`src/rtl/slsmu_pkg.sv`:
```
// ----------------------------------------------------------------------------
// slsmu_pkg
// shared types, codes and helper functions of the sized load/store unit
// ----------------------------------------------------------------------------
package slsmu_pkg;

    localparam int unsigned DefMemBytes = 65536;

    // configuration port
    localparam int unsigned CfgAddrW = 4;
    localparam logic REG_BASE_ADDRESS = 1'b0;

    // request kinds
    localparam logic KIND_LOAD  = 1'b0;
    localparam logic KIND_STORE = 1'b1;

    // access sizes
    localparam logic [1:0] SZ_BYTE   = 2'd0;
    localparam logic [1:0] SZ_HALF   = 2'd1;
    localparam logic [1:0] SZ_WORD   = 2'd2;
    localparam logic [1:0] SZ_DOUBLE = 2'd3;

    typedef enum logic [1:0] {
        ST_DONE       = 2'd0,
        ST_MISALIGNED = 2'd1,
        ST_RANGE      = 2'd2
    } status_t;

    typedef struct packed {
        logic        kind;
        logic [63:0] address;
        logic [1:0]  size_code;
        logic [63:0] store_value;
        logic        sign_extend;
    } req_t;

    typedef struct packed {
        logic [63:0] load_value;
        status_t     status;
    } rsp_t;

    // checked access handed from the check stage to the memory stage
    typedef struct packed {
        status_t     status;
        logic        kind;
        logic [1:0]  size_code;
        logic        sign_extend;
        logic [2:0]  lane;
        logic [7:0]  wbe;
        logic [63:0] wdata;
    } acc_t;

    function automatic logic [7:0] lane_mask(input logic [1:0] size_code);
        logic [7:0] m;
        unique case (size_code)
            SZ_BYTE:   m = 8'h01;
            SZ_HALF:   m = 8'h03;
            SZ_WORD:   m = 8'h0f;
            SZ_DOUBLE: m = 8'hff;
        endcase
        return m;
    endfunction

    function automatic logic [63:0] extract_load(
        input logic [63:0] word,
        input logic [2:0]  lane,
        input logic [1:0]  size_code,
        input logic        sext
    );
        logic [63:0] shifted;
        logic [63:0] r;
        shifted = word >> {lane, 3'b000};
        unique case (size_code)
            SZ_BYTE:   r = {{56{sext & shifted[7]}}, shifted[7:0]};
            SZ_HALF:   r = {{48{sext & shifted[15]}}, shifted[15:0]};
            SZ_WORD:   r = {{32{sext & shifted[31]}}, shifted[31:0]};
            SZ_DOUBLE: r = shifted;
        endcase
        return r;
    endfunction

endpackage

```
`src/rtl/slsmu_apb.sv`:
```
// ----------------------------------------------------------------------------
// slsmu_apb
// configuration register port, holds the base address
// ----------------------------------------------------------------------------
module slsmu_apb
    import slsmu_pkg::*;
(
    input  logic                clk,
    input  logic                rst_n,
    input  logic                psel,
    input  logic                penable,
    input  logic                pwrite,
    input  logic [CfgAddrW-1:0] paddr,
    input  logic [63:0]         pwdata,
    output logic [63:0]         prdata,
    output logic                pready,
    output logic [63:0]         base_address
);

    logic [63:0] base_address_reg;
    logic [63:0] base_address_next;
    logic        wr_en;
    logic        sel_base;

    assign pready   = 1'b1;
    assign sel_base = (paddr[CfgAddrW-1:3] == REG_BASE_ADDRESS);
    assign wr_en    = psel && penable && pwrite && pready;

    always_comb
    begin
        base_address_next = base_address_reg;
        if (wr_en && sel_base)
        begin
            base_address_next = pwdata;
        end
    end

    always_ff @(posedge clk or negedge rst_n)
    begin
        if (!rst_n)
        begin
            base_address_reg <= '0;
        end
        else
        begin
            base_address_reg <= base_address_next;
        end
    end

    assign prdata       = sel_base ? base_address_reg : 64'd0;
    assign base_address = base_address_reg;

endmodule

```
`config.mk`:
```
export PLATFORM = sky130hd
export DESIGN_NAME = slsmu_apb
export DESIGN_NICKNAME = d
export VERILOG_FILES = /design/src/rtl/slsmu_pkg.sv /design/src/rtl/slsmu_apb.sv
export SDC_FILE = /design/constraint.sdc
export NUM_CORES = 1
export LEC_CHECK = 0
export BUFFER_PORTS_ARGS = -buffer_cell sky130_fd_sc_hd__buf_2
export CAP_MARGIN = 20
export CORE_UTILIZATION = 25
export CTS_BUF_LIST = sky130_fd_sc_hd__clkbuf_2 sky130_fd_sc_hd__clkbuf_4 sky130_fd_sc_hd__clkbuf_8
export DETAILED_ROUTE_END_ITERATION = 12
export MAX_ROUTING_LAYER = met4
export PLACE_DENSITY = 0.61
export SLEW_MARGIN = 0
export SYNTH_ARGS = -nofsm -noshare
export SYNTH_HDL_FRONTEND = slang
export SYNTH_SLANG_ARGS = --single-unit
```
`constraint.sdc`:
```
create_clock -name clk -period 1.7 [get_ports clk]
set_input_delay 0.34 -clock clk [delete_from_list [all_inputs] [get_ports clk]]
set_output_delay 0.34 -clock clk [all_outputs]
set_load 0.005 [all_outputs]
```
# Yosys cells after proc, flatten, opt, wreduce, memory -nomap -nowiden
# Cells that the tools add are included.
# W data, S select, Z words.
[totals]
register_bits = 64
out_inout_bits = 129
[classes]
n_reduce_logical = 3
muxes = 1
bitwise = 1
[op_table]
columns = ["op", "n"]
rows = [
  ["$mux W64", 1],
  ["$logic_and A1 B1 Y1", 3],
  ["$not A1 Y1", 1],
]

# Depth between registers and ports, before layout
# Gate-level depths: netlist of run 1.
[depth]
ltp_word = 3
mapped_depth = 4
depth_no_buf = 2

# Least setup slack after synthesis of run 1
# No wires, ideal clock.
[synth_path]
kind = "input to register"
startpoint = "input port paddr[3]"
endpoint = "register base_address_reg[0] (netlist: base_address[0])"
slack_ns = 0.488
required_ns = 1.575
arrival_time_ns = 1.087
cell_stages = 4
path_cell_list = "nand4b_4 buf_6 buf_12 mux2_4"
[synth_via]
elab_chain_len = 2
[synth_lines]
columns = ["item", "line_no", "source"]
rows = [
  ["start: declaration", "slsmu_apb.sv:13", "input logic [CfgAddrW-1:0] paddr,"],
  ["$not A1 Y1", "slsmu_apb.sv:26", "assign sel_base = (paddr[CfgAddrW-1:3] == REG_BASE_ADDRESS);"],
  ["$logic_and A1 B1 Y1", "slsmu_apb.sv:32", "if (wr_en && sel_base)"],
  ["end signal: assignment", "slsmu_apb.sv:46", "base_address_reg <= base_address_next;"],
  ["end: declaration", "slsmu_apb.sv:20", "logic [63:0] base_address_reg;"],
]
# Every way passes these cells.
# A chain may end at the register's enable or synchronous reset.

# Worst setup path after layout of run 1
[layout_path]
startpoint = "register base_address_reg[40] (netlist: base_address[40])"
endpoint = "output port prdata[40]"
[layout_via]
elab_chain_len = 1
[layout_lines]
columns = ["item", "line_no", "source"]
rows = [
  ["$mux W64", "slsmu_apb.sv:50", "assign prdata = sel_base ? base_address_reg : 64'd0;"],
  ["end: declaration", "slsmu_apb.sv:15", "output logic [63:0] prdata,"],
]
# Every way passes these cells.

==> results of run 1 <==
## cells in the final DEF (no fill, tap or decap)
master,Yosys,final
buf_2,1,197
clkbuf_8,0,9
clkbuf_4,0,2
nand4b_4,1,1
clkinv_2,0,3
dfrtp_1,64,64
conb_1,1,1
mux2_2,4,4
buf_12,6,4
nor2b_1,64,64
mux2_4,60,60
clkinvlp_4,0,1
## Yosys cell counts (all sizes together)
| library cell | count |
|---|---|
| dfrtp | 64 |
| clkbuf | 6 |
| nor2b | 64 |
| conb | 1 |
| nand4b | 1 |
| mux2 | 64 |
| buf | 9 |
## critical path, stage by stage, from the launching register on
cell,delay [ps]
dfrtp_1,410
nor2b_1,150
buf_2,140
## cells by family after synthesis
logic type,count (synthesis),share of synthesized area (%)
AND/OR/NAND/NOR,65,13.5
other,1,0.119
multiplexers,64,30.1
buffers and inverters,15,5.30
flip-flops,64,51.0
## path summary, 6_finish.rpt
check / end / cells past startpoint
min reg2reg: base_address[22] / 1
max: prdata[40] / 2
max reg2reg: base_address[25] / 1
min in group clk: base_address[10] / 2
min: base_address[35] / 2
max in group asynchronous: base_address[20] / 2
## metrics by stage
stage / hold WS [ps] / utilization (%)
6_report: 10.9 / 36.4
5_1_grt: 16.1 / 36.4
4_1_cts: 4.58 / 36.4
3_5_place_dp: 382 / 35.1
3_3_place_gp: 380 / 35.1
2_1_floorplan: 44.4 / -
## area by class of cell
| class | count | share of cell area, % |
|---|---|---|
| clock buffers | 11 | 3.15 |
| flip-flops and latches | 64 | 36.3 |
| multi-input cells | 130 | 31.1 |
| well taps | 168 | 4.76 |
| clock inverters | 4 | 0.510 |
| repair buffers | 201 | 24.2 |
## layer usage
layer	vias to the layer above	wire [µm]	global-route usage, %
met5	-	0	-
met4	0	112	5.97
met3	8	480	2.54
met2	108	3570	17.8
met1	1082	3010	13.8
li1	1076	-	-
## where the power goes
part	leakage, nW	internal (mW)	switching, mW
combinational	1.64	0.966	0.474
clock	0.0858	0.546	0.556
sequential	0.768	1.86	0.250
total	2.49	3.37	1.28
==> flow_summary.toml, run 1 <==
[setup_path]
cp_max_fo = 3
crit_required_ps = 1360
crit_type = "reg2out"
end_kind = "output port"
rrSetupSlack_ps = 910
crit_arrival_ps = 1020
cp-start-kind = "flip-flop"
setup.worst_path.start = "base_address[40]"
reg2reg_from = "base_address[25]"

[floorplanning]
die_width_um = 114
dieHeight_um = 114
io_pins = 202
num_rows = 40
start_util_pct = 25.9
fp.coreArea_um2 = 12100
dieArea_um2 = 13000

[logic_synthesis]
syn_nets = 282
ys_types = 11
netlist_area_um2 = 3140
syn_area_per_cell_um2 = 15.0
synth_cells = 209
yosysWarnings = 0
ys_top_cells_by_area = "dfrtp_1 51%, mux2_4 29%, nor2b_1 13%, buf_12 3.8%, mux2_2 1.4%"
ys_ff_latch = 64
synth_top_cell_area_share_pct = 51.0
ys_seq_area_share_pct = 51.0
yosysTopAreaCell = "dfrtp_1"

[layout]
design_area_um2 = 4410
fill_cells = 1248
area.growth.synth_to_final_pct = 40.5
multi_input_area_um2 = 1370
nets = 479
seq_area_um2 = 1600
diodes = 0
final_cells = 578
drive_gt1_share_pct = 68.5
largest_reg_flops = 64

[timing]
fin_setup_tns_ps = 0
hold_viol = 0
rsz0062_at_grt = "no"
fmax_mhz = 736
slew_viol_final = 0
post-route-period-util_pct = 79.9
finalWorstSetupSlack_ps = 342
worst_clock_skew_ps = 0
period_minus_slack_ps = 1360
finalSetupViolations = 0

[placement]
place_inst = 563
finalWeightedCongestion = 0.734
dpl.hpwl_mm = 5.19
portBuffers = 197
dpl_cell_area_um2 = 4250
place_ws_ps = 264

[power_and_ir_drop]
power_mw = 4.65
cellPowerDensity_nw_per_um2 = 1050
cellLeakagePower_nw = 2.49
ir_drop_uv = 332

[clock_tree]
cts.path.max_buffers = 2
cts.sinks = 64
ctsResizeCount = 0
cts_buffers = 9
clock_latency_ps = 330
clk_pin_slew_ps = 70
postCtsSetupBuffers = 0
cts_tree = "built"
htree_levels = 3
cts_root_buf = "clkbuf_8"
ctsHoldBuffers = 0

[drt]
first_pass_iters = 3
wl_per_cell_um = 12.4
finalWirelength_mm = 7.17
vias = 2274
viasPerCell = 3.93
route.detailed.drc = 0
drtIter0Drc = 53
ant_nets = 0

[global_route]
grt_max_degree = 65
grt_pass1_wl_mm = 10.9
grt-ovfl-total = 0
antenna_found_initial = 0
first_global_vias = 2095
track_usage_pct = 11.4

[hold_path]
hold_path.class = "in2async"

[status]
status = "finished clean"

[run]
maxCapViolCount = 0
Power figures use the tool's default switching activity.
==> run 2: changes to the inputs <==
--- a/config.mk
+++ b/config.mk
@@ -5,6 +5,7 @@
 export SDC_FILE = /design/constraint.sdc
 export NUM_CORES = 1
 export LEC_CHECK = 0
+export ABC_AREA = 1
 export BUFFER_PORTS_ARGS = -buffer_cell sky130_fd_sc_hd__buf_2
 export CAP_MARGIN = 20
 export CORE_UTILIZATION = 25
==> constraint.sdc (replaced) <==
create_clock -name clk -period 1.3 [get_ports clk]
set_input_delay 0.26 -clock clk [delete_from_list [all_inputs] [get_ports clk]]
set_output_delay 0.26 -clock clk [all_outputs]
set_load 0.005 [all_outputs]
==> run 2 against run 1 <==
Via count up 37%; combinational power rose by 8%; final area rose by 2.5%; die area down 0.23%; clock-buffer cell count grew 2; first-iteration DRC count grew 140%; largest power group unchanged.
==> flow_summary.toml, run 2 <==
[status]
status = "finished clean"

[setup_path]
cp-start-kind = "flip-flop"
slowest_delay_ps = 400
cp_cell_sequence = "inv_1 -> nor2_1 -> buf_2"
cp_max_fo = 3
path_buf_inv = 2
end_kind = "output port"
crit_required_ps = 1040
rrSetupSlack_ps = 550
crit_arrival_ps = 980
slowest_stage = "dfrtp_1"
cp_top_family = "flip-flops"
crit_type = "reg2out"

[power_and_ir_drop]
combPwrFrac_pct = 26.8
cellLeakagePower_nw = 2.82
p_switching_mw = 1.80
switching_share_pct = 30.9
ir_drop_uv = 479
p_int_mw = 4.01
cellPowerDensity_nw_per_um2 = 1280
p_clk_share_pct = 27.4
pwr-share-seq_pct = 45.8

[drt]
route.detailed.drc = 0
finalWirelength_mm = 8.59
wl_per_cell_um = 10.9
ant_nets = 0
viasPerCell = 3.95
vias = 3117
first_pass_iters = 6
drtIter0Drc = 126

[logic_synthesis]
ys_types = 13
synth-edff-count = 0
synth_cells = 418
synthArstFlopShare_pct = 100
ys_ff_latch = 64
netlist_area_um2 = 3130
syn_area_per_cell_um2 = 7.50
ys_top_cells_by_area = "dfrtp_1 51%, nand2_1 15%, nand3_1 10%, inv_1 7.8%, nor2_1 7.7%"
yosysTopAreaCell = "dfrtp_1"
syn_nets = 491
synth.most_common_cell = "nand2_1"
synth_ff_type = "dfrtp_1"
ys_seq_area_share_pct = 51.1
synth_top_cell_area_share_pct = 51.1
synth_common_cells = "129 x nand2_1, 65 x inv_1, 64 x dfrtp_1, 64 x nand3_1, 64 x nor2_1"
yosysWarnings = 0

[floorplanning]
dieHeight_um = 114
num_rows = 40
dieArea_um2 = 13000
fp.coreArea_um2 = 12100
die_width_um = 114
io_pins = 202
start_util_pct = 25.9

[layout]
diodes = 0
nets = 689
largest_reg_flops = 64
layout_commonest_cell = "buf_2"
area.growth.synth_to_final_pct = 44.4
drive_gt1_share_pct = 37.5
final_cell_mix = "197 x buf_2, 129 x nand2_1, 65 x inv_1"
final_cells = 789
fill_cells = 1318

[clock_tree]
clock_latency_ps = 330
cts.path.max_buffers = 2
cts.sinks = 64
cts_root_buf = "clkbuf_8"
clk_pin_slew_ps = 70
cts_tree = "built"
cts_buffers = 9
htree_levels = 3

[global_route]
grt_max_degree = 65
track_usage_pct = 13.6
grt-ovfl-total = 0
first_global_vias = 2733
grt_pass1_wl_mm = 13.3
antenna_found_initial = 0

[timing]
period_minus_slack_ps = 1240
hold_viol = 0
finalSetupViolations = 0
post-route-period-util_pct = 95.4
slew_viol_final = 0
worst_clock_skew_ps = 0
fmax_mhz = 806
rsz0062_at_grt = "yes"
finalWorstSetupSlack_ps = 59.7
fin_setup_tns_ps = 0

[placement]
dpl.hpwl_mm = 6.00
place_ws_ps = 55.8
place_inst = 764
finalWeightedCongestion = 0.712
portBuffers = 197

[run]
maxCapViolCount = 0

[hold_path]
hold_path.class = "in2reg"
[run 2: changes by cell type after synthesis, sizes merged]
cell / previous run / this run
nand4b: 1 / 0
nor2: 0 / 65
clkbuf: 6 / 0
nor2b: 64 / 0
nand2: 0 / 130
buf: 9 / 28
mux2: 64 / 0
inv: 0 / 66
nand3: 0 / 64
[run 2: metrics by stage]
step	power, mW	hold WS [ps]	cell area [µm²]	util (%)
2_1_floorplan	3.36	-35.6	3130	-
3_3_place_gp	4.18	308	4270	35.2
3_5_place_dp	4.21	306	4270	35.2
4_1_cts	5.87	124	4460	36.9
5_1_grt	6.29	135	4520	37.4
6_report	5.81	152	4520	37.4
[run 2: cell families (layout without fill, tap and decap cells)]
logic type	after synthesis	count (layout)	synth area share [%]
DFF	64	64	51.1
and+or+nand+nor	259	259	33.9
buffers and inverters	94	297	14.9
other	1	1	0.120
[run 2: worst register-to-register path, delay by kind of cell (launching register included)]
kind,cells,cell delay [ps]
buf+inv,1,140
flops,1,410
simple gates,2,90
[run 2: cell type report]
type                       instances  area (µm²)  share of cell area [%]
timing repair buffer             215        1210                    26.8
inverter                          66         248                    5.48
multi-input combinational        260        1070                    23.6
clock inverter                     3        15.0                   0.332
tap                              168         210                    4.65
clock buffer                      13         173                    3.82
sequential                        64        1600                    35.4
[run 2: timing repair]
action / CTS / global route
setup endpoints to repair: 0 / 15
buffers inserted: 0 / 8
gates resized for setup: 0 / 0
hold buffers: 1 / 0
hold endpoints to repair: 64 / 0
[run 2: power groups by stage]
stage | sequential (mW) | combinational (mW) | clock [mW]
2_1_floorplan | 2.70 | 0.666 | 0
3_3_place_gp | 2.69 | 1.49 | 0
3_5_place_dp | 2.70 | 1.52 | 0
4_1_cts | 2.67 | 1.52 | 1.68
5_1_grt | 2.72 | 1.78 | 1.79
6_report | 2.66 | 1.56 | 1.59
[run 2: layer usage]
layer / global-route usage [%] / vias to the layer above / share of wire [%]
met5: - / - / 0
met4: 4.16 / 0 / 0.91
met3: 4.14 / 5 / 7.4
met2: 22.0 / 127 / 47
met1: 16.3 / 1357 / 45
li1: - / 1628 / -
[run 2: worst paths after layout]
kind	endpoint	from	cells past startpoint
max	prdata[40]	base_address[40]	3
min	base_address[15]	pwdata[15]	3
max reg2reg	base_address[40]	base_address[40]	3
min reg2reg	base_address[31]	base_address[31]	2
max in group asynchronous	base_address[58]	rst_n	3
min in group asynchronous	base_address[23]	rst_n	3
