==> config.mk <==
export PLATFORM = sky130hd
export DESIGN_NAME = slsmu_check
export DESIGN_NICKNAME = d
export VERILOG_FILES = /design/src/rtl/slsmu_pkg.sv /design/src/rtl/slsmu_check.sv
export SDC_FILE = /design/constraint.sdc
export NUM_CORES = 1
export LEC_CHECK = 0
export BUFFER_PORTS_ARGS = -buffer_cell sky130_fd_sc_hd__buf_2
export CAP_MARGIN = 10
export CORE_AREA = 2 2 188 190
export CTS_BUF_LIST = sky130_fd_sc_hd__clkbuf_16
export DETAILED_ROUTE_END_ITERATION = 10
export DIE_AREA = 0 0 190 192
export PLACE_DENSITY = 0.55
export SLEW_MARGIN = 0
export SYNTH_ARGS = -nofsm -noshare
export SYNTH_HDL_FRONTEND = slang
export SYNTH_SLANG_ARGS = --single-unit
==> constraint.sdc <==
create_clock -name clk -period 8.8 [get_ports clk]
set_clock_uncertainty 0.2 [all_clocks]
set_input_delay 1.76 -clock clk [delete_from_list [all_inputs] [get_ports clk]]
set_output_delay 1.76 -clock clk [all_outputs]
set_load 0.1 [all_outputs]
==> src/rtl/slsmu_pkg.sv <==
// ----------------------------------------------------------------------------
// slsmu_pkg
// shared types, codes and helper functions of the sized load/store unit
// ----------------------------------------------------------------------------
package slsmu_pkg;

    localparam int unsigned DefMemBytes = 65536;

    // configuration port
    localparam int unsigned CfgAddrW = 4;
    localparam logic REG_BASE_ADDRESS = 1'b0;

    // request kinds
    localparam logic KIND_LOAD  = 1'b0;
    localparam logic KIND_STORE = 1'b1;

    // access sizes
    localparam logic [1:0] SZ_BYTE   = 2'd0;
    localparam logic [1:0] SZ_HALF   = 2'd1;
    localparam logic [1:0] SZ_WORD   = 2'd2;
    localparam logic [1:0] SZ_DOUBLE = 2'd3;

    typedef enum logic [1:0] {
        ST_DONE       = 2'd0,
        ST_MISALIGNED = 2'd1,
        ST_RANGE      = 2'd2
    } status_t;

    typedef struct packed {
        logic        kind;
        logic [63:0] address;
        logic [1:0]  size_code;
        logic [63:0] store_value;
        logic        sign_extend;
    } req_t;

    typedef struct packed {
        logic [63:0] load_value;
        status_t     status;
    } rsp_t;

    // checked access handed from the check stage to the memory stage
    typedef struct packed {
        status_t     status;
        logic        kind;
        logic [1:0]  size_code;
        logic        sign_extend;
        logic [2:0]  lane;
        logic [7:0]  wbe;
        logic [63:0] wdata;
    } acc_t;

    function automatic logic [7:0] lane_mask(input logic [1:0] size_code);
        logic [7:0] m;
        unique case (size_code)
            SZ_BYTE:   m = 8'h01;
            SZ_HALF:   m = 8'h03;
            SZ_WORD:   m = 8'h0f;
            SZ_DOUBLE: m = 8'hff;
        endcase
        return m;
    endfunction

    function automatic logic [63:0] extract_load(
        input logic [63:0] word,
        input logic [2:0]  lane,
        input logic [1:0]  size_code,
        input logic        sext
    );
        logic [63:0] shifted;
        logic [63:0] r;
        shifted = word >> {lane, 3'b000};
        unique case (size_code)
            SZ_BYTE:   r = {{56{sext & shifted[7]}}, shifted[7:0]};
            SZ_HALF:   r = {{48{sext & shifted[15]}}, shifted[15:0]};
            SZ_WORD:   r = {{32{sext & shifted[31]}}, shifted[31:0]};
            SZ_DOUBLE: r = shifted;
        endcase
        return r;
    endfunction

endpackage

==> src/rtl/slsmu_check.sv <==
// ----------------------------------------------------------------------------
// slsmu_check
// first stage: registers the request with its memory offset, then checks
// alignment and bounds and steers store data onto byte lanes
// ----------------------------------------------------------------------------
module slsmu_check
    import slsmu_pkg::*;
#(
    parameter int unsigned MEM_BYTES = DefMemBytes
)
(
    input  logic        clk,
    input  logic        rst_n,
    input  logic [63:0] base_address,
    input  req_t        req,
    input  logic        load,
    input  logic        drain,
    output logic        valid,
    output acc_t        acc,
    output logic [((MEM_BYTES + 7) / 8 > 1 ? $clog2((MEM_BYTES + 7) / 8) : 1)-1:0] word_idx
);

    localparam int unsigned WordCount = (MEM_BYTES + 7) / 8;
    localparam int unsigned WordAw    = WordCount > 1 ? $clog2(WordCount) : 1;
    localparam logic [63:0] MemBytes64 = 64'(MEM_BYTES);
    localparam logic [63:0] LimByte    = MemBytes64 - 64'd1;
    localparam logic [63:0] LimHalf    = MemBytes64 - 64'd2;
    localparam logic [63:0] LimWord    = MemBytes64 - 64'd4;
    localparam logic [63:0] LimDouble  = MemBytes64 - 64'd8;

    logic        valid_reg;
    logic        valid_next;
    logic        kind_reg;
    logic [1:0]  size_reg;
    logic        sext_reg;
    logic [63:0] value_reg;
    logic [63:0] offset_reg;

    logic        misaligned;
    logic [63:0] limit;

    always_comb
    begin
        valid_next = valid_reg;
        if (load)
        begin
            valid_next = 1'b1;
        end
        else if (drain)
        begin
            valid_next = 1'b0;
        end
    end

    always_ff @(posedge clk or negedge rst_n)
    begin
        if (!rst_n)
        begin
            valid_reg <= 1'b0;
        end
        else
        begin
            valid_reg <= valid_next;
        end
    end

    always_ff @(posedge clk)
    begin
        if (load)
        begin
            kind_reg   <= req.kind;
            size_reg   <= req.size_code;
            sext_reg   <= req.sign_extend;
            value_reg  <= req.store_value;
            offset_reg <= req.address - base_address;
        end
    end

    always_comb
    begin
        unique case (size_reg)
            SZ_BYTE:
            begin
                misaligned = 1'b0;
                limit      = LimByte;
            end
            SZ_HALF:
            begin
                misaligned = offset_reg[0];
                limit      = LimHalf;
            end
            SZ_WORD:
            begin
                misaligned = |offset_reg[1:0];
                limit      = LimWord;
            end
            SZ_DOUBLE:
            begin
                misaligned = |offset_reg[2:0];
                limit      = LimDouble;
            end
        endcase
    end

    // misalignment wins over range; a wrapped offset is huge and fails the bound
    always_comb
    begin
        priority if (misaligned)
        begin
            acc.status = ST_MISALIGNED;
        end
        else if (offset_reg > limit)
        begin
            acc.status = ST_RANGE;
        end
        else
        begin
            acc.status = ST_DONE;
        end
        acc.kind        = kind_reg;
        acc.size_code   = size_reg;
        acc.sign_extend = sext_reg;
        acc.lane        = offset_reg[2:0];
        acc.wbe         = lane_mask(size_reg) << offset_reg[2:0];
        acc.wdata       = value_reg << {offset_reg[2:0], 3'b000};
    end

    assign valid    = valid_reg;
    assign word_idx = offset_reg[3 +: WordAw];

endmodule

After elaboration in Yosys (flattened, before gate mapping)

Cells that the tools add are included.

Add/subtract/negate cells: 1
$lt $le $gt $ge: 1
Equality and inequality tests: 3
Shift operators: 2
Multiplexer cells: 7
Reduce and logical (&&, ||, !) cells: 4

Operator list:

| kind                                                             | number |
|---|---|
| 64-bit one-hot mux with 4 select lines                           | 1 |
| 64-bit > comparator                                              | 1 |
| 64-bit by 6-bit << shifter with 64-bit output                    | 1 |
| 64-bit subtractor                                                | 1 |
| 8-bit one-hot mux with 4 select lines                            | 1 |
| 8-bit by 3-bit << shifter with 8-bit output                      | 1 |
| 2-bit == test (second input constant)                            | 2 |
| 2-bit 2-to-1 mux                                                 | 2 |
| 1-bit one-hot mux with 4 select lines                            | 1 |
| 3-bit OR reduction                                               | 1 |
| 2-bit by 1-bit == test with 1-bit output (second input constant) | 1 |
| 2-bit logical NOT                                                | 1 |
| 1-bit 2-to-1 mux                                                 | 2 |
| 2-bit nonzero test                                               | 1 |
| 2-bit OR reduction                                               | 1 |

Register bits after elaboration: 133
Input port bits: 200
Output and inout port bits: 95
Logic and storage cells: 24

Longest topological paths before layout

Gate-level depths: netlist (run 1).

Word-level depth: 5
Mapped depth: 13

Worst setup path before layout (run 1)

No wires, ideal clock.

Kind: register to output
Start point: reg offset_reg[0]
End point: out acc[67] in the netlist's numbering
Arrival: 3.946 ns
Required time: 6.840 ns
Path slack: 2.894 ns
Cell stages (with the launch flop): 7
Cell sequence: edfxtp_1 > buf_1 > clkinv_1 > clkbuf_1 > ha_1 > nand2_1 > nor3b_1

RTL lines:

| item                     | line              | source |
|---|---|---|
| start: declaration       | slsmu_check.sv:37 | `logic [63:0] offset_reg;` |
| start signal: assignment | slsmu_check.sv:75 | `offset_reg <= req.address - base_address;` |
| end: declaration         | slsmu_check.sv:19 | `output acc_t acc,` |

==> flow_summary.yaml, run 1 <==
status:
  status: "complete, no violations"
global_routing:
  grt.overflow.total: 0
  track_usage_pct: 16.9
  grt_max_degree: 68
  grt_first_pass_wirelength_um: 47600
  grt_pass1_vias: 8309
  grt_antenna_before_repair: 5
worst_setup_path:
  path_class: "reg -> out"
  cp.arrival_ns: 4.13
  slowest_stage: "nor2_1"
  cp-end-kind: "primary output"
  max_stage_delay_ns: 0.89
  crit_family: "buffers and inverters"
  critPathLaunchType: "flip-flop"
  crit_required_ns: 6.84
  crit_chain: "buf_4 -> clkinv_1 -> nor2_1 -> a21oi_1 -> o22ai_1 -> buf_2"
  crit_fanout: 49
  path_buf_inv: 3
timing:
  fmax_mhz: 164
  hold_viol: 0
  rsz0062_at_grt: "no"
  period_share_pct: 69.2
  worstMarginPinSlew_ns: 1.11
  finalSetupTns_ns: 0
  min_period_ns: 6.09
  setup_viol: 0
  finalMaxSlewViolations: 0
  slew_headroom_pct: 25.6
clock_tree:
  h-tree-depth: 4
  cts.clk_slew.worst_paths_ns: 0.06
  root_buffer: "clkbuf_16"
  clk_path_buf_depth: 2
  clk_latency_ns: 0.41
  numCtsBuffers: 17
  cts_tree: "built"
  post_cts_buffers: 0
  holdBufCountCts: 0
  cts_num_sinks: 133
  ctsResizeCount: 0
drt:
  postRouteAntennaNets: 0
  drc: 0
  via_count: 8729
  routed_via_density: 4.96
  wirelength_um: 31400
  drt_first_iter_violations: 485
  post_drt_wl_per_cell_um: 17.9
  first_pass_iters: 5
floorplan:
  rows: 68
  initial_utilization_pct: 29.9
  io_pins: 295
  die-area_um2: 36500
  die_w_um: 190
  dieHeight_um: 192
  core_um2: 34300
logic_synthesis:
  async_flop_share_pct: 0.752
  ys_top_cells_by_area: "edfxtp_1 39%, ha_1 8.1%, a21oi_1 5.0%"
  ys_seq_area_share_pct: 39.0
  synth-edff-count: 132
  synth.distinct_cells: 84
  syn_nets: 1309
  synth-seq-cells: 133
  syn_area_um2: 10200
  synth.largest_area_cell: "edfxtp_1"
  synth_top_area_share_pct: 38.7
  synthFlopType: "edfxtp_1"
  synth_common_cells: "132 x edfxtp_1, 103 x nor2_1, 102 x a21oi_1"
  synth.most_common_cell: "edfxtp_1"
  ys_warn_count: 0
  postSynthAreaPerCell_um2: 9.83
  syn_inst: 1042
power:
  p_per_area_nw_per_um2: 222
  ir_worst_vdd_v: 0.000115
  power.leakage_nw: 5.54
  power_mw: 2.77
hold_path:
  hold_class: "reg -> reg"
placed_design:
  place_congestion: 0.900
  dp_hpwl_um: 25100
  io_buffers: 294
flow_run:
  max_cap_viol_count: 0
layout:
  area_growth_pct: 21.7
  fin_util_pct: 36.3
  drive_gt1_share_pct: 31.0
  final_nets: 1558
report_power, final:
group	leakage (nW)	switching, mW	total, mW	internal [mW]
clock	0.282	0.280	0.723	0.443
combinational	3.95	0.906	1.20	0.298
sequential	1.30	0.0432	0.841	0.798
total	5.54	1.23	2.77	1.54
area by class of cell:
class	instances	area (um^2)
sequential	133	3990
inverter	84	315
tap	455	569
clock buffer	17	425
timing repair buffer	299	1520
multi-input combinational	756	5480
clock inverter	15	166
fill	3513	21800
antenna	1	2.50
placed cells by master (no fill, tap or decap), drive strengths merged, types with 10 or more instances in the layout:
master	instances
nand2	65
a21o	37
nand3	15
xnor2	35
xor2	26
clkbuf	17
buf	299
inv	86
ha	66
nor4	16
nand4	23
nor2	103
o21ai	44
o22ai	19
mux2i	24
mux2	27
and2	23
mux4	16
nor2b	11
nor3	10
a21oi	106
edfxtp	132
layer usage:
metal | up-vias | GRT usage [%] | routed length, um | share of wire (%)
met2 | 301 | 28.8 | 14800 | 47
met3 | 22 | 3.00 | 1960 | 6.2
met5 | - | 0 | 45 | 0.14
li1 | 4293 | - | - | -
met4 | 6 | 3.40 | 246 | 0.78
met1 | 4107 | 22.4 | 14400 | 46
kinds of logic (layout without fill, tap and decap cells):
kind of cell	after synthesis	after routing	synth area share [%]
and+or+nand+nor	287	287	13.6
AOI/OAI and AO/OA	274	274	17.6
buffers and inverters	153	415	7.52
DFF	133	133	39.0
adders and majority gates	67	67	8.26
muxes	67	67	8.84
xor gates and xnor gates	61	61	5.22
other	0	1	0
worst paths after layout:
path                                     from       to  depth (start not counted)  slack [ns]
min in group asynchronous               rst_n    valid                          1        0.91
max in group asynchronous               rst_n    valid                          1        7.40
worst max register to register          valid    valid                          1        7.95
worst min register to register          valid    valid                          1        0.27
worst max-delay path            offset_reg[0]  acc[35]                          6        2.71
worst min-delay path                    valid    valid                          1        0.27
metrics by stage:
stage / worst slack (ns) / hold slack [ns] / cells / area, um^2
floorplan: 2.89 / 0.861 / 1042 / 10200
global placement: 3.16 / 0.257 / 1727 / 11900
detailed placement: 3.07 / 0.264 / 1727 / 11900
CTS: 2.60 / 0.277 / 1759 / 12500
global route: 2.35 / 0.290 / 1760 / 12500
finish: 2.71 / 0.273 / 1760 / 12500
Note: power is estimated with default switching activity, not from simulation.
==> inputs of run 2 (changes only) <==
--- a/config.mk
+++ b/config.mk
@@ -5,12 +5,13 @@
 export SDC_FILE = /design/constraint.sdc
 export NUM_CORES = 1
 export LEC_CHECK = 0
+export ABC_AREA = 1
 export BUFFER_PORTS_ARGS = -buffer_cell sky130_fd_sc_hd__buf_2
 export CAP_MARGIN = 10
-export CORE_AREA = 2 2 188 190
+export CORE_AREA = 2 2 206 208
 export CTS_BUF_LIST = sky130_fd_sc_hd__clkbuf_16
 export DETAILED_ROUTE_END_ITERATION = 10
-export DIE_AREA = 0 0 190 192
+export DIE_AREA = 0 0 208 210
 export PLACE_DENSITY = 0.55
 export SLEW_MARGIN = 0
 export SYNTH_ARGS = -nofsm -noshare
==> constraint.sdc (replaced) <==
create_clock -name clk -period 4.9 [get_ports clk]
set_clock_uncertainty 0.2 [all_clocks]
set_input_delay 0.98 -clock clk [delete_from_list [all_inputs] [get_ports clk]]
set_output_delay 0.98 -clock clk [all_outputs]
set_load 0.1 [all_outputs]
==> run 2 against run 1 <==
Against the previous run:
- design area up 23%
- final cell count up 56%
- area after synthesis up 20%
- power up 92%
- critical path depth up 2
- die area up 20%
- register-to-register slack worse by 3.8 ns
- first-iteration DRC count up 56%
- clock power up 74%
- combinational power up 120%
- sequential power up 77%
- setup slack worse by 1.8 ns
==> flow_summary.yaml, run 2 <==
drt:
  top_layer: "met5"
  drt_first_iter_violations: 758
  met3_wirelength_um: 2020
  first_pass_iters: 5
  wl_met2_um: 21500
  wirelength_um: 44700
  m1WireLength_um: 19900
  via_count: 12400
  routed_via_density: 4.52
  post_drt_wl_per_cell_um: 16.3
  drc: 0
  postRouteAntennaNets: 0
placed_design:
  pre_cts_ws_ns: 1.40
  dpl_cell_area_um2: 14700
  dp_hpwl_um: 38600
  place_congestion: 0.924
  io_buffers: 294
power:
  seqPwrFrac_pct: 27.9
  p_per_area_nw_per_um2: 349
  ir_worst_vdd_v: 0.000149
  swShare_pct: 46.8
  clockPowerShare_pct: 23.6
  power.leakage_nw: 8.52
  intPower_mw: 2.83
  power_switching_mw: 2.49
  power_frac_comb_pct: 48.4
floorplan:
  die-area_um2: 43700
  initial_utilization_pct: 29.6
  core_um2: 41500
  die_w_um: 208
  rows: 75
  io_pins: 295
  dieHeight_um: 210
global_routing:
  grt_first_pass_wirelength_um: 68000
  grt_max_degree: 79
  grt_pass1_vias: 12200
  grt_antenna_before_repair: 2
  track_usage_pct: 20.4
  grt.overflow.total: 0
worst_setup_path:
  r2r_setup_slack_ns: 4.11
  critPathLaunchType: "flip-flop"
  cp.arrival_ns: 2.76
  max_stage_delay_ns: 0.53
  crit_fanout: 39
  slowest_stage: "edfxtp_1"
  cp-end-kind: "primary output"
  path_class: "reg -> out"
  crit_top_cell: "nand2_1"
  crit_chain: "buf_4 -> ha_1 -> a311oi_1 -> o211ai_1 -> nand2_1 -> nand2_1 -> inv_1 -> buf_2"
  crit_required_ns: 3.72
logic_synthesis:
  synth-edff-count: 132
  synth-seq-cells: 133
  synth.distinct_cells: 38
  syn_inst: 1920
  synth_top_area_share_pct: 32.3
  synth.most_common_cell: "nand2_1"
  ys_seq_area_share_pct: 32.5
  async_flop_share_pct: 0.752
  ys_top_cells_by_area: "edfxtp_1 32%, nand2_1 22%, inv_1 13%"
  postSynthAreaPerCell_um2: 6.40
  synth.largest_area_cell: "edfxtp_1"
  syn_area_um2: 12300
  syn_nets: 2187
  ys_warn_count: 0
  synth_common_cells: "722 x nand2_1, 421 x inv_1, 145 x nor2_1"
  synthFlopType: "edfxtp_1"
clock_tree:
  ctsResizeCount: 0
  numCtsBuffers: 17
  clk_latency_ns: 0.41
  holdBufCountCts: 0
  h-tree-depth: 4
  cts_tree: "built"
  cts_num_sinks: 133
  cts.clk_slew.worst_paths_ns: 0.06
  root_buffer: "clkbuf_16"
  post_cts_buffers: 0
  clk_path_buf_depth: 2
timing:
  setup_viol: 0
  fmax_mhz: 254
  period_share_pct: 80.4
  min_period_ns: 3.94
  finalMaxSlewViolations: 0
  hold_viol: 0
  worstMarginPinSlew_ns: 0.807
  finalWorstSetupSlack_ns: 0.959
  finalSetupTns_ns: 0
  rsz0062_at_grt: "no"
  slew_headroom_pct: 46.2
layout:
  fin_util_pct: 36.8
  final.fill_count: 4607
  final_nets: 2460
  most-common-layout-cells: "722 x nand2_1, 422 x inv_1, 263 x buf_2"
  area_growth_pct: 24.4
  drive_gt1_share_pct: 17.8
  fin_area_um2: 15300
  final_common_cell: "nand2_1"
hold_path:
  hold_class: "in -> async"
status:
  status: "complete, no violations"
flow_run:
  max_cap_viol_count: 0
==> run 2: changes by cell type in the layout (fill, tap and decap cells not counted), moves of 23 or more <==
cell	delta
buf_12	+31
nand2_1	+658
buf_2	-30
a21oi_1	-58
xnor2_1	-34
inv_1	+338
nand3_1	+80
a21o_1	-36
o21ai_0	+27
mux2_2	-27
nor2_1	+42
nand2_2	+23
==> run 2: final timing paths <==
kind,start,end,cells after the start
setup / recovery,offset_reg[1],acc[80],8
setup reg to reg,valid,valid,2
min in group clk,valid,valid,2
hold / removal,rst_n,valid,1
hold reg to reg,valid,valid,2
max in group asynchronous,rst_n,valid,1
==> run 2: metrics by stage <==
stage / power [mW] / hold WS, ns / std cells
2_1_floorplan: 3.32 / 0.484 / 1920
3_3_place_gp: 4.09 / 0.299 / 2713
3_5_place_dp: 4.10 / 0.308 / 2713
4_1_cts: 5.38 / 0.0958 / 2745
5_1_grt: 5.60 / 0.100 / 2745
6_report: 5.33 / 0.124 / 2746
==> run 2: cell families (layout without fill, tap and decap cells) <==
logic type | after synthesis | in the layout | synth area share, %
simple gates | 1061 | 1061 | 35.7
buf+inv | 475 | 761 | 15.2
mux | 21 | 21 | 1.71
other cells | 0 | 1 | 0
fa+ha+maj | 67 | 67 | 6.88
compound gates | 131 | 131 | 5.72
flops | 133 | 133 | 32.5
xor+xnor | 32 | 32 | 2.28
==> run 2: power by group through the flow <==
| stage | Combinational (mW) | Sequential, mW | Clock [mW] |
|---|---|---|---|
| final | 2.58 | 1.49 | 1.26 |
| after detailed placement | 2.59 | 1.51 | 0 |
| after global routing | 2.76 | 1.50 | 1.34 |
| after floorplan | 1.82 | 1.49 | 0 |
| after global placement | 2.58 | 1.51 | 0 |
| after CTS | 2.59 | 1.49 | 1.30 |
==> run 2: routing by layer <==
layer	track usage (%)	vias up
li1	-	6427
met1	25.7	5584
met2	35.9	352
met3	2.68	49
met4	6.99	4
met5	0	-
==> run 2: area by class of cell <==
cell class	instances	area, um^2	share of cell area, %
Antenna cell	1	2.50	0.0164
Clock buffer	17	425	2.78
Clock inverter	15	155	1.02
Inverter	425	1600	10.4
Multi-Input combinational cell	1312	6420	42.0
Sequential cell	133	3990	26.1
Tap cell	539	674	4.41
Timing Repair Buffer	304	2010	13.2
==> run 2: worst max-delay path, delay by kind of cell, from the launching register on <==
kind                     cells  cell delay (ns)
AND/OR/NAND/NOR              2             0.17
buffers and inverters        3             0.91
flip-flops                   1             0.53
adder cells (fa/ha/maj)      1             0.32
AO/OA/AOI/OAI                2             0.42
